## src/design/jmsd_pkg.sv

```systemverilog
package jmsd_pkg;

	localparam logic [7:0]  MARKER_PREFIX   = 8'hFF;
	localparam logic [7:0]  MARKER_MIN      = 8'hC0;
	localparam logic [7:0]  MARKER_TEM      = 8'h01;
	localparam logic [7:0]  MARKER_RST0     = 8'hD0;
	localparam logic [7:0]  MARKER_EOI      = 8'hD9;
	localparam logic [7:0]  MARKER_SOF_LAST = 8'hCF;
	localparam logic [7:0]  MARKER_DHT      = 8'hC4;
	localparam logic [7:0]  MARKER_JPG      = 8'hC8;
	localparam logic [7:0]  MARKER_DAC      = 8'hCC;
	localparam logic [7:0]  MARKER_APP0     = 8'hE0;
	localparam logic [7:0]  MARKER_APP15    = 8'hEF;
	localparam logic [15:0] LEN_FIELD_BYTES = 16'd2;

	localparam int QUEUE_DEPTH = 4;
	localparam int QUEUE_AW    = $clog2(QUEUE_DEPTH);

	typedef enum logic [2:0] {
		KIND_STANDALONE = 3'd0,
		KIND_HEADER     = 3'd1,
		KIND_PAYLOAD    = 3'd2,
		KIND_BADLEN     = 3'd3,
		KIND_TRUNC      = 3'd4
	} result_kind_t;

	typedef struct packed {
		result_kind_t kind;
		logic [7:0]   marker;
		logic [7:0]   payload;
		logic [15:0]  left;
		logic         last;
	} seg_word_t;

	typedef struct packed {
		logic full;
		logic not_empty;
	} queue_status_t;

	function automatic logic is_sof(input logic [7:0] m);
		return (m >= MARKER_MIN) && (m <= MARKER_SOF_LAST) &&
			(m != MARKER_DHT) && (m != MARKER_JPG) && (m != MARKER_DAC);
	endfunction

	function automatic logic is_app(input logic [7:0] m);
		return (m >= MARKER_APP0) && (m <= MARKER_APP15);
	endfunction

	function automatic logic is_standalone(input logic [7:0] m);
		return (m == MARKER_TEM) || ((m >= MARKER_RST0) && (m <= MARKER_EOI));
	endfunction

endpackage

```

## src/design/jmsd_channels.sv

```systemverilog
interface jmsd_byte_if;
	logic       valid;
	logic       ready;
	logic [7:0] byte_value;
	logic       stream_end;

	modport source (output valid, output byte_value, output stream_end, input ready);
	modport sink (input valid, input byte_value, input stream_end, output ready);
endinterface

interface jmsd_result_if;
	logic        valid;
	logic        ready;
	logic [2:0]  result_kind;
	logic [7:0]  marker_code;
	logic [7:0]  payload_value;
	logic [15:0] bytes_left;
	logic        is_frame_start;
	logic        is_app_segment;
	logic        last_of_segment;

	modport source (output valid, output result_kind, output marker_code,
		output payload_value, output bytes_left, output is_frame_start,
		output is_app_segment, output last_of_segment, input ready);
	modport sink (input valid, input result_kind, input marker_code,
		input payload_value, input bytes_left, input is_frame_start,
		input is_app_segment, input last_of_segment, output ready);
endinterface

interface jmsd_cfg_if;
	logic valid;
	logic ready;
	logic emit_payload;

	modport source (output valid, output emit_payload, input ready);
	modport sink (input valid, input emit_payload, output ready);
endinterface

```

## src/design/jmsd_front.sv

```systemverilog
module jmsd_front (
	input  logic                    clk,
	input  logic                    arst_n,
	jmsd_byte_if.sink               in_ch,
	jmsd_cfg_if.sink                cfg,
	input  jmsd_pkg::queue_status_t q_status,
	output logic                    push,
	output jmsd_pkg::seg_word_t     push_word
);
	import jmsd_pkg::*;

	typedef enum logic [2:0] {
		PH_HUNT  = 3'd0,
		PH_GOTFF = 3'd1,
		PH_LENHI = 3'd2,
		PH_LENLO = 3'd3,
		PH_DATA  = 3'd4
	} phase_t;

	phase_t      phase_q, phase_d;
	logic [7:0]  marker_q, marker_d;
	logic [7:0]  len_hi_q, len_hi_d;
	logic [15:0] remaining_q, remaining_d;
	logic        emit_payload_q;
	logic        accept;
	logic        hit;
	logic [15:0] seg_len;
	logic [15:0] rem_dec;
	seg_word_t   word;
	logic [7:0]  b;

	assign in_ch.ready = !q_status.full;
	assign cfg.ready   = 1'b1;
	assign accept      = in_ch.valid && in_ch.ready;
	assign b           = in_ch.byte_value;
	assign seg_len     = {len_hi_q, b};
	assign rem_dec     = (remaining_q != '0) ? remaining_q - 16'd1 : remaining_q;

	always_comb begin
		phase_d     = phase_q;
		marker_d    = marker_q;
		len_hi_d    = len_hi_q;
		remaining_d = remaining_q;
		hit         = 1'b0;
		word        = '0;
		word.kind   = KIND_STANDALONE;
		unique case (phase_q)
			PH_GOTFF: begin
				priority if (b == MARKER_PREFIX) begin
					// fill bytes keep us waiting for the marker
					phase_d = PH_GOTFF;
				end else if (is_standalone(b)) begin
					marker_d    = b;
					hit         = 1'b1;
					word.kind   = KIND_STANDALONE;
					word.marker = b;
					word.last   = 1'b1;
					phase_d     = PH_HUNT;
				end else if (b < MARKER_MIN) begin
					phase_d = PH_HUNT;
				end else begin
					marker_d = b;
					if (in_ch.stream_end) begin
						hit       = 1'b1;
						word.kind = KIND_TRUNC;
						word.last = 1'b1;
					end
					phase_d = PH_LENHI;
				end
			end
			PH_LENHI: begin
				len_hi_d = b;
				if (in_ch.stream_end) begin
					hit       = 1'b1;
					word.kind = KIND_TRUNC;
					word.last = 1'b1;
				end
				phase_d = PH_LENLO;
			end
			PH_LENLO: begin
				hit         = 1'b1;
				word.marker = marker_q;
				if (seg_len < LEN_FIELD_BYTES) begin
					remaining_d = '0;
					word.kind   = KIND_BADLEN;
					word.last   = 1'b1;
					phase_d     = PH_HUNT;
				end else begin
					remaining_d = seg_len - LEN_FIELD_BYTES;
					word.kind   = KIND_HEADER;
					word.left   = remaining_d;
					word.last   = (remaining_d == '0);
					phase_d     = (remaining_d == '0) ? PH_HUNT : PH_DATA;
				end
			end
			PH_DATA: begin
				remaining_d  = rem_dec;
				hit          = emit_payload_q;
				word.kind    = KIND_PAYLOAD;
				word.marker  = marker_q;
				word.payload = b;
				word.left    = rem_dec;
				word.last    = (rem_dec == '0);
				if (rem_dec == '0) begin
					phase_d = PH_HUNT;
				end
			end
			default: begin
				phase_d = (b == MARKER_PREFIX) ? PH_GOTFF : PH_HUNT;
			end
		endcase
		// end of stream always drops back to hunting
		if (in_ch.stream_end) begin
			phase_d     = PH_HUNT;
			remaining_d = '0;
		end
	end

	assign push      = accept && hit;
	assign push_word = word;

	always_ff @(posedge clk or negedge arst_n) begin
		if (!arst_n) begin
			phase_q        <= PH_HUNT;
			marker_q       <= '0;
			len_hi_q       <= '0;
			remaining_q    <= '0;
			emit_payload_q <= 1'b1;
		end else begin
			if (accept) begin
				phase_q     <= phase_d;
				marker_q    <= marker_d;
				len_hi_q    <= len_hi_d;
				remaining_q <= remaining_d;
			end
			if (cfg.valid && cfg.ready) begin
				emit_payload_q <= cfg.emit_payload;
			end
		end
	end

endmodule

```

## src/design/jmsd_queue.sv

```systemverilog
module jmsd_queue (
	input  logic                    clk,
	input  logic                    arst_n,
	input  logic                    push,
	input  jmsd_pkg::seg_word_t     push_word,
	input  logic                    pop,
	output jmsd_pkg::seg_word_t     head_word,
	output jmsd_pkg::queue_status_t status
);
	import jmsd_pkg::*;

	seg_word_t             mem_q [QUEUE_DEPTH];
	logic [QUEUE_AW-1:0]   wr_ptr_q;
	logic [QUEUE_AW-1:0]   rd_ptr_q;
	logic [QUEUE_AW:0]     count_q;
	logic                  do_push;
	logic                  do_pop;

	assign status.full      = (count_q == QUEUE_AW'(0) + (QUEUE_AW+1)'(QUEUE_DEPTH));
	assign status.not_empty = (count_q != '0);
	assign do_push          = push && !status.full;
	assign do_pop           = pop && status.not_empty;
	assign head_word        = mem_q[rd_ptr_q];

	always_ff @(posedge clk) begin
		if (do_push) begin
			mem_q[wr_ptr_q] <= push_word;
		end
	end

	always_ff @(posedge clk or negedge arst_n) begin
		if (!arst_n) begin
			wr_ptr_q <= '0;
			rd_ptr_q <= '0;
			count_q  <= '0;
		end else begin
			if (do_push) begin
				wr_ptr_q <= wr_ptr_q + QUEUE_AW'(1);
			end
			if (do_pop) begin
				rd_ptr_q <= rd_ptr_q + QUEUE_AW'(1);
			end
			unique case ({do_push, do_pop})
				2'b10:   count_q <= count_q + (QUEUE_AW+1)'(1);
				2'b01:   count_q <= count_q - (QUEUE_AW+1)'(1);
				default: count_q <= count_q;
			endcase
		end
	end

endmodule

```

## src/design/jmsd_back.sv

```systemverilog
module jmsd_back (
	input  logic                    clk,
	input  logic                    arst_n,
	input  jmsd_pkg::seg_word_t     head_word,
	input  jmsd_pkg::queue_status_t q_status,
	output logic                    pop,
	jmsd_result_if.source           out_ch
);
	import jmsd_pkg::*;

	logic        out_valid_q;
	logic [2:0]  kind_q;
	logic [7:0]  marker_q;
	logic [7:0]  payload_q;
	logic [15:0] left_q;
	logic        sof_q;
	logic        app_q;
	logic        last_q;

	// load a new word whenever the output register is empty or being drained
	assign pop = q_status.not_empty && (!out_valid_q || out_ch.ready);

	always_ff @(posedge clk or negedge arst_n) begin
		if (!arst_n) begin
			out_valid_q <= 1'b0;
		end else if (pop) begin
			out_valid_q <= 1'b1;
		end else if (out_ch.ready) begin
			out_valid_q <= 1'b0;
		end
	end

	// truncation carries marker zero, so the flags drop out by themselves
	always_ff @(posedge clk) begin
		if (pop) begin
			kind_q    <= head_word.kind;
			marker_q  <= head_word.marker;
			payload_q <= head_word.payload;
			left_q    <= head_word.left;
			sof_q     <= is_sof(head_word.marker);
			app_q     <= is_app(head_word.marker);
			last_q    <= head_word.last;
		end
	end

	assign out_ch.valid           = out_valid_q;
	assign out_ch.result_kind     = kind_q;
	assign out_ch.marker_code     = marker_q;
	assign out_ch.payload_value   = payload_q;
	assign out_ch.bytes_left      = left_q;
	assign out_ch.is_frame_start  = sof_q;
	assign out_ch.is_app_segment  = app_q;
	assign out_ch.last_of_segment = last_q;

endmodule

```

## src/design/jpeg_marker_segment_deframer.sv

```systemverilog
// JPEG marker segment deframer: takes one stream byte per word and gives at most one
// result word per byte (standalone marker, segment header, payload byte, bad length or
// truncation). A byte can be accepted every cycle while the queue is not full. The
// byte-side state machine decides each result combinationally, and a four-entry queue
// in front of the output register lets the input keep flowing for up to four results
// while the output is stalled; once it fills, ready drops. The emit_payload register
// may be written only while no result is outstanding.
module jpeg_marker_segment_deframer (
	input  logic          clk,
	input  logic          arst_n,
	jmsd_byte_if.sink     in_ch,
	jmsd_cfg_if.sink      cfg,
	jmsd_result_if.source out_ch
);
	import jmsd_pkg::*;

	queue_status_t q_status;
	logic          push;
	seg_word_t     push_word;
	logic          pop;
	seg_word_t     head_word;

	jmsd_front u_front (
		.clk       (clk),
		.arst_n    (arst_n),
		.in_ch     (in_ch),
		.cfg       (cfg),
		.q_status  (q_status),
		.push      (push),
		.push_word (push_word)
	);

	jmsd_queue u_queue (
		.clk       (clk),
		.arst_n    (arst_n),
		.push      (push),
		.push_word (push_word),
		.pop       (pop),
		.head_word (head_word),
		.status    (q_status)
	);

	jmsd_back u_back (
		.clk       (clk),
		.arst_n    (arst_n),
		.head_word (head_word),
		.q_status  (q_status),
		.pop       (pop),
		.out_ch    (out_ch)
	);

endmodule

```

## src/flat_wrapper.sv

```systemverilog
// flat-port wrapper written by rule: the top's interface ports become plain ports
module jpeg_marker_segment_deframer_flat import jmsd_pkg::*;
  (clk, arst_n, in_ch_valid, in_ch_byte_value, in_ch_stream_end, in_ch_ready, cfg_valid, cfg_emit_payload, cfg_ready, out_ch_valid, out_ch_result_kind, out_ch_marker_code, out_ch_payload_value, out_ch_bytes_left, out_ch_is_frame_start, out_ch_is_app_segment, out_ch_last_of_segment, out_ch_ready);
  jmsd_byte_if in_ch_i ();
  jmsd_cfg_if cfg_i ();
  jmsd_result_if out_ch_i ();
  input  logic clk;
  input  logic arst_n;
  input wire logic [$bits(in_ch_i.valid)-1:0] in_ch_valid;
  input wire logic [$bits(in_ch_i.byte_value)-1:0] in_ch_byte_value;
  input wire logic [$bits(in_ch_i.stream_end)-1:0] in_ch_stream_end;
  output wire logic [$bits(in_ch_i.ready)-1:0] in_ch_ready;
  input wire logic [$bits(cfg_i.valid)-1:0] cfg_valid;
  input wire logic [$bits(cfg_i.emit_payload)-1:0] cfg_emit_payload;
  output wire logic [$bits(cfg_i.ready)-1:0] cfg_ready;
  output wire logic [$bits(out_ch_i.valid)-1:0] out_ch_valid;
  output wire logic [$bits(out_ch_i.result_kind)-1:0] out_ch_result_kind;
  output wire logic [$bits(out_ch_i.marker_code)-1:0] out_ch_marker_code;
  output wire logic [$bits(out_ch_i.payload_value)-1:0] out_ch_payload_value;
  output wire logic [$bits(out_ch_i.bytes_left)-1:0] out_ch_bytes_left;
  output wire logic [$bits(out_ch_i.is_frame_start)-1:0] out_ch_is_frame_start;
  output wire logic [$bits(out_ch_i.is_app_segment)-1:0] out_ch_is_app_segment;
  output wire logic [$bits(out_ch_i.last_of_segment)-1:0] out_ch_last_of_segment;
  input wire logic [$bits(out_ch_i.ready)-1:0] out_ch_ready;
  assign in_ch_i.valid = in_ch_valid;
  assign in_ch_i.byte_value = in_ch_byte_value;
  assign in_ch_i.stream_end = in_ch_stream_end;
  assign in_ch_ready = in_ch_i.ready;
  assign cfg_i.valid = cfg_valid;
  assign cfg_i.emit_payload = cfg_emit_payload;
  assign cfg_ready = cfg_i.ready;
  assign out_ch_valid = out_ch_i.valid;
  assign out_ch_result_kind = out_ch_i.result_kind;
  assign out_ch_marker_code = out_ch_i.marker_code;
  assign out_ch_payload_value = out_ch_i.payload_value;
  assign out_ch_bytes_left = out_ch_i.bytes_left;
  assign out_ch_is_frame_start = out_ch_i.is_frame_start;
  assign out_ch_is_app_segment = out_ch_i.is_app_segment;
  assign out_ch_last_of_segment = out_ch_i.last_of_segment;
  assign out_ch_i.ready = out_ch_ready;
  jpeg_marker_segment_deframer u_core (.clk(clk), .arst_n(arst_n), .in_ch(in_ch_i), .cfg(cfg_i), .out_ch(out_ch_i));
endmodule
```

## config.mk

```make
export PLATFORM = sky130hd
export DESIGN_NAME = jpeg_marker_segment_deframer_flat
export DESIGN_NICKNAME = d
export VERILOG_FILES = /design/src/design/jmsd_pkg.sv /design/src/design/jmsd_channels.sv /design/src/design/jmsd_front.sv /design/src/design/jmsd_queue.sv /design/src/design/jmsd_back.sv /design/src/design/jpeg_marker_segment_deframer.sv /design/src/flat_wrapper.sv
export SDC_FILE = /design/constraint.sdc
export NUM_CORES = 1
export LEC_CHECK = 0
export ABC_CLOCK_PERIOD_IN_PS = 4900
export BUFFER_PORTS_ARGS = -buffer_cell sky130_fd_sc_hd__buf_2
export CORE_MARGIN = 2
export CORE_UTILIZATION = 60
export DETAILED_ROUTE_END_ITERATION = 7
export HOLD_SLACK_MARGIN = 0.05
export PLACE_DENSITY = 0.89
export SYNTH_ARGS = -nofsm -noshare
export SYNTH_HDL_FRONTEND = slang
export SYNTH_SLANG_ARGS = --single-unit
```

## constraint.sdc

```tcl
create_clock -name clk -period 4.9 [get_ports clk]
set_input_delay 0.98 -clock clk [delete_from_list [all_inputs] [get_ports clk]]
set_output_delay 0.98 -clock clk [all_outputs]
set_load 0.005 [all_outputs]
```

Yosys cells after proc, flatten, opt, wreduce, memory -nomap -nowiden
Memories as Yosys holds them, arrays and structs flattened.
Index checks and enable logic that the tools add are counted.

word-level totals
  logic and storage cells = 110
  register bits after elaboration = 82
  memories kept = 1
  input port bits = 15
  bits in writable memories = 144

cells by class
  bitwise operators = 1
  $add $sub $neg = 6
  equal/unequal tests = 14
  mux-type cells = 37
  magnitude comparators = 8
  reductions and logical operators = 27

memory list
  memory                words  bits a word  rd ports  clocked after Yosys merged registers in  wr ports  RTL line          source
  u_core.u_queue.mem_q  4      36           1         0                                        1         jmsd_queue.sv:12  seg_word_t mem_q [QUEUE_DEPTH];

operators with widths
  operator               count
  $pmux 16 s2            2
  $mux 16                3
  $logic_not 16->1       2
  $mux 8                 4
  $ge 8x8->1 const B     3
  $le 8x8->1 const B     3
  $ne 8x8->1 const B     3
  $pmux 3 s4             2
  $mux 3                 7
  $lt 16x2->1 const B    1
  $pmux 8 s2             1
  $reduce_bool 16->1     1
  $sub 16x1->16 const B  1
  $sub 16x2->16 const B  1
  $logic_and 1x1->1      11
  $mux 11                1
  $mux 1                 10
  $eq 8x1->1 const B     1
  $eq 8x8->1 const B     1
  $lt 8x8->1 const B     1
  $mux 2                 4
  $pmux 1 s4             2
  $eq 3x2->1 const B     2
  $eq 3x3->1 const B     2
  17 further kinds       24

Logic depth before layout (Yosys ltp)
  word-level depth = 10
  gate-level depth with buffers = 14

Hierarchy
From an unflattened synthesis, not the netlist that was laid out.

unflattened totals
  cell total of the unflattened synthesis = 620
  area total of the unflattened synthesis = 9768.1 µm²

by module, submodules not included
  module      times used  seq. area each (µm²)  area each (µm²)  cells an instance
  jmsd_queue  1           4499.3                5636.7           225
  jmsd_front  1           902.1                 2910.3           348
  jmsd_back   1           1166.1                1221.2           47

Worst setup path before layout
Ideal clock, no wire load.

  path type = input to register
  from = input port out_ch_ready
  to = register u_core.u_queue.count_q[2]
  stages = 8
  arrival time = 4.305 ns
  buffers on the path = 0
  library setup time = 0.079 ns
  path slack = 0.516 ns
  path through = inv_1 -> a21oi_1 -> ha_1 -> inv_1 -> fa_1 -> xor2_1 -> nor2_1 -> xor2_1

on the way
  cells in the longest elaborated chain, start to end = 5
  elaborated cells between the ends (all ways) = 7
  those cells by class = eq/ne: 2; mux: 1; reduce/logical: 4

ends and longest elaborated chain
  item                                                    RTL line                            source
  from (decl)                                             flat_wrapper.sv:24                  input wire logic [$bits(out_ch_i.ready)-1:0] out_ch_ready;
  $logic_or 1x1->1 (*)                                    jmsd_back.sv:21                     assign pop = q_status.not_empty && (!out_valid_q || out_ch.ready);
  $logic_and 1x1->1 (*)                                   jmsd_back.sv:21
  via u_core.pop                                          jpeg_marker_segment_deframer.sv:20  logic pop;
  $logic_and 1x1->1 (*)                                   jmsd_queue.sv:22                    assign do_pop = pop && status.not_empty;
  $eq 2x1->1 / $eq 2x2->1 (equally long branches)         jmsd_queue.sv:43                    unique case ({do_push, do_pop})
  $pmux 3 s2 / $reduce_bool 2->1 (equally long branches)  -
  to (signal assigned)                                    jmsd_queue.sv:44                    2'b10: count_q <= count_q + (QUEUE_AW+1)'(1);
  to (signal assigned)                                    jmsd_queue.sv:45                    2'b01: count_q <= count_q - (QUEUE_AW+1)'(1);
  to (signal assigned)                                    jmsd_queue.sv:46                    default: count_q <= count_q;
  to (decl)                                               jmsd_queue.sv:15                    logic [QUEUE_AW:0] count_q;

The timed path passes the listed nets; every way through them passes the cells marked *.
A chain may end at the register's enable or synchronous reset.

==> flow_summary.json <==
{
  "clock.fmax_mhz": 286,
  "cts_resized": 0,
  "hold_path.class": "flip-flop to flip-flop",
  "power_mw": 6.55,
  "cp_num_buf_inv": 1,
  "cts.sinks": 226,
  "worst_pin_slew_ns": 1.10,
  "powerDensity_mw_per_mm2": 599,
  "synthCells": 625,
  "firstDrtPassIters": 5,
  "layout.nets": 704,
  "end_kind": "flip-flop",
  "cts-root-buf": "clkbuf_16",
  "crit_chain": "inv_1, ha_1, nor3b_1, nand4_2, nor3b_1, a2111oi_0, nand4_1, o21ai_1",
  "htreeDepth": 1,
  "critical_path_class": "flip-flop to flip-flop",
  "yosysSeqAreaShare_pct": 67.4,
  "cp_top_family": "simple AND/OR/NAND/NOR gates",
  "port_buffers": 54,
  "die-width_um": 131,
  "grt_usage_pct": 27.8,
  "drv_slew": 0,
  "fin_hold_ws_ns": 0.504,
  "rsz0062_at_grt": "false",
  "slew_headroom_pct": 26.6,
  "gp_congestion": 0.907,
  "ant_nets": 0,
  "fin_cells": 912,
  "die_height_um": 131,
  "core_mm2": 0.0159,
  "clockBufferDepth": 3,
  "period_minus_slack_ns": 3.49,
  "syn-cell-area_mm2": 0.00974,
  "layout_commonest_cell": "edfxtp_1",
  "syn_avg_cell_area_um2": 15.6,
  "placedCellCount": 871,
  "dp_hpwl_mm": 14.0,
  "ys.flop_type": "edfxtp_1",
  "synth_area_leaders": "edfxtp_1 56%, dfrtp_1 11%, mux4_2 8.3%",
  "overflow": 0,
  "synth_nets": 649,
  "synthXorXnorAreaFrac_pct": 2.70,
  "leakage_nw": 3.98,
  "cpPeakStageDelay_ns": 0.53,
  "insertion_delay_ns": 0.51,
  "hold_buffers": 0,
  "drt_iter0_drc": 767,
  "outcome": "complete, no violations",
  "fp-row-count": 46,
  "yosysTopAreaCellShare_pct": 56.1,
  "cp.arrival_ns": 3.74,
  "muxShareOfSynthArea_pct": 10.2,
  "grt_pass1_wl_mm": 36.0,
  "finalSetupTns_ns": 0,
  "synth_fa_ha_area_share_pct": 1.23,
  "vias_per_cell": 6.56,
  "synth_top_family_by_area": "multiplexers",
  "async_flop_share_pct": 19.5,
  "synth-compound-area-share_pct": 6.83,
  "crit_path_start_kind": "flip-flop",
  "tritoncts": "yes",
  "grt_max_degree": 45,
  "clkTransAtPathRegs_ns": 0.06,
  "critPathSlowestCell": "dfrtp_1",
  "grt_pass1_vias": 6035,
  "synthSimpleGateAreaFrac_pct": 9.20,
  "drt-wirelength-per-cell_um": 25.7,
  "dieArea_mm2": 0.0173,
  "cts_buffers": 23,
  "finalClockSkew_ns": 0.0242,
  "synth_edf_count": 182,
  "drive_above_1_share_pct": 24.1,
  "crit_top_cell": "nor3b_1",
  "vias": 5982,
  "synth_top_cell_by_area": "edfxtp_1",
  "antenna_cells": 0,
  "postCtsSetupBuffers": 0,
  "cap_violations": 0,
  "ir_worst_vdd_mv": 0.337,
  "cp_max_fo": 10,
  "ys_warn_count": 0,
  "required_ns": 5.15,
  "final_cell_mix": "182 x edfxtp_1, 54 x buf_2, 42 x dfrtp_1",
  "synth-seq-cells": 226,
  "start_util_pct": 61.3,
  "drc": 0,
  "drt_wl_total_mm": 23.4,
  "hold_viol_final": 0,
  "synth_cell_type_count": 67,
  "fin_crit_sh_pct": 71.3,
  "setup-violations-final": 0,
  "syn2layout_area_growth_pct": 12.3,
  "antenna_found_initial": 0,
  "ios": 56
}
per-stage QoR:
step / instance area [um2] / setup WS, ns / utilization [%]
floorplan: 9740 / 0.516 / -
global placement: 10200 / 1.07 / 64.3
detailed placement: 10200 / 0.984 / 64.3
CTS: 10900 / 1.49 / 68.9
global route: 10900 / 1.20 / 68.9
finish: 10900 / 1.41 / 68.9
area by class of cell:
| cell class | instances | area (um2) |
|---|---|---|
| Multi-Input combinational cell | 344 | 2950 |
| Fill cell | 1051 | 4940 |
| Sequential cell | 226 | 6570 |
| Clock inverter | 13 | 123 |
| Clock buffer | 28 | 604 |
| Tap cell | 216 | 270 |
| Timing Repair Buffer | 65 | 353 |
| Inverter | 20 | 75.1 |
worst register-to-register path, cell delays in order, from the launching register on:
cell	delay, ns
dfrtp_1	0.53
inv_1	0.18
ha_1	0.17
nor3b_1	0.53
nand4_2	0.39
nor3b_1	0.31
a2111oi_0	0.48
nand4_1	0.23
o21ai_1	0.42
registers in the layout, summed over array words and instances, names as in the netlist:
signal,flops
u_core.u_queue.mem_q,144
u_core.u_back.out_ch.bytes_left,16
u_core.u_front.remaining_q,16
u_core.u_back.out_ch.marker_code,8
u_core.u_back.out_ch.payload_value,8
u_core.u_front.len_hi_q,8
u_core.u_front.marker_q,8
u_core.u_back.out_ch.result_kind,3
u_core.u_front.phase_q,3
u_core.u_queue.count_q,3
u_core.u_queue.rd_ptr_q,2
u_core.u_queue.wr_ptr_q,2
u_core.u_back.out_ch.is_app_segment,1
u_core.u_back.out_ch.is_frame_start,1
u_core.u_back.out_ch.last_of_segment,1
u_core.u_back.out_ch.valid,1
u_core.u_front.emit_payload_q,1
power by group:
group	switching [mW]	internal (mW)
clock	0.728	0.986
sequential	0.280	2.53
combinational	1.17	0.854
total	2.18	4.37
logic make-up (layout without fill, tap and decap cells):
kind of cell,Yosys count,in the layout
multiplexers,52,52
flip-flops,226,226
other,1,1
XOR/XNOR,30,30
buffers and inverters,55,126
adder cells (fa/ha/maj),9,9
AND/OR/NAND/NOR,157,157
AO/OA/AOI/OAI,95,95
final timing paths:
path,slack [ns],to,from,cells past startpoint
max in group asynchronous,3.51,u_core.u_queue.rd_ptr_q[0],arst_n,1
setup / recovery,1.41,u_core.u_queue.mem_q[3][0],u_core.u_front.remaining_q[0],8
hold / removal,0.50,u_core.u_queue.count_q[0],u_core.u_queue.count_q[0],1
setup reg to reg,1.41,u_core.u_queue.mem_q[3][0],u_core.u_front.remaining_q[0],8
min in group asynchronous,0.66,u_core.u_queue.rd_ptr_q[0],arst_n,1
hold reg to reg,0.50,u_core.u_queue.count_q[0],u_core.u_queue.count_q[0],1
cell usage after synthesis (3+ instances only):
master    instances
nor4_2            3
nand4_1          11
or4_1             3
or3_1             5
nor2_1           27
nor4_1            7
and2_1            9
nand3_1           8
a22oi_1           4
o21ai_1           4
mux4_2           36
a22o_1           16
o41ai_1           3
mux2_2           15
a21oi_1           6
and3_1            6
inv_1            20
edfxtp_1        182
o22ai_1          19
nor2b_1           3
o21ai_0          24
clkbuf_1         19
dfrtp_1          43
nor3_1           15
ha_1              8
xnor2_1          13
nor3b_1           3
o211ai_1          3
nand2_1          40
buf_2            11
xor2_1           17
metal layers:
| metal | vias to the layer above | part of all wire, % | GRT usage [%] |
|---|---|---|---|
| met1 | 3031 | 38 | 36.4 |
| met5 | - | 0 | 0 |
| met4 | 0 | 4.1 | 11.5 |
| li1 | 2558 | - | - |
| met3 | 55 | 7.7 | 4.32 |
| met2 | 338 | 50 | 46.9 |
Note: power is estimated with default switching activity, not from simulation.
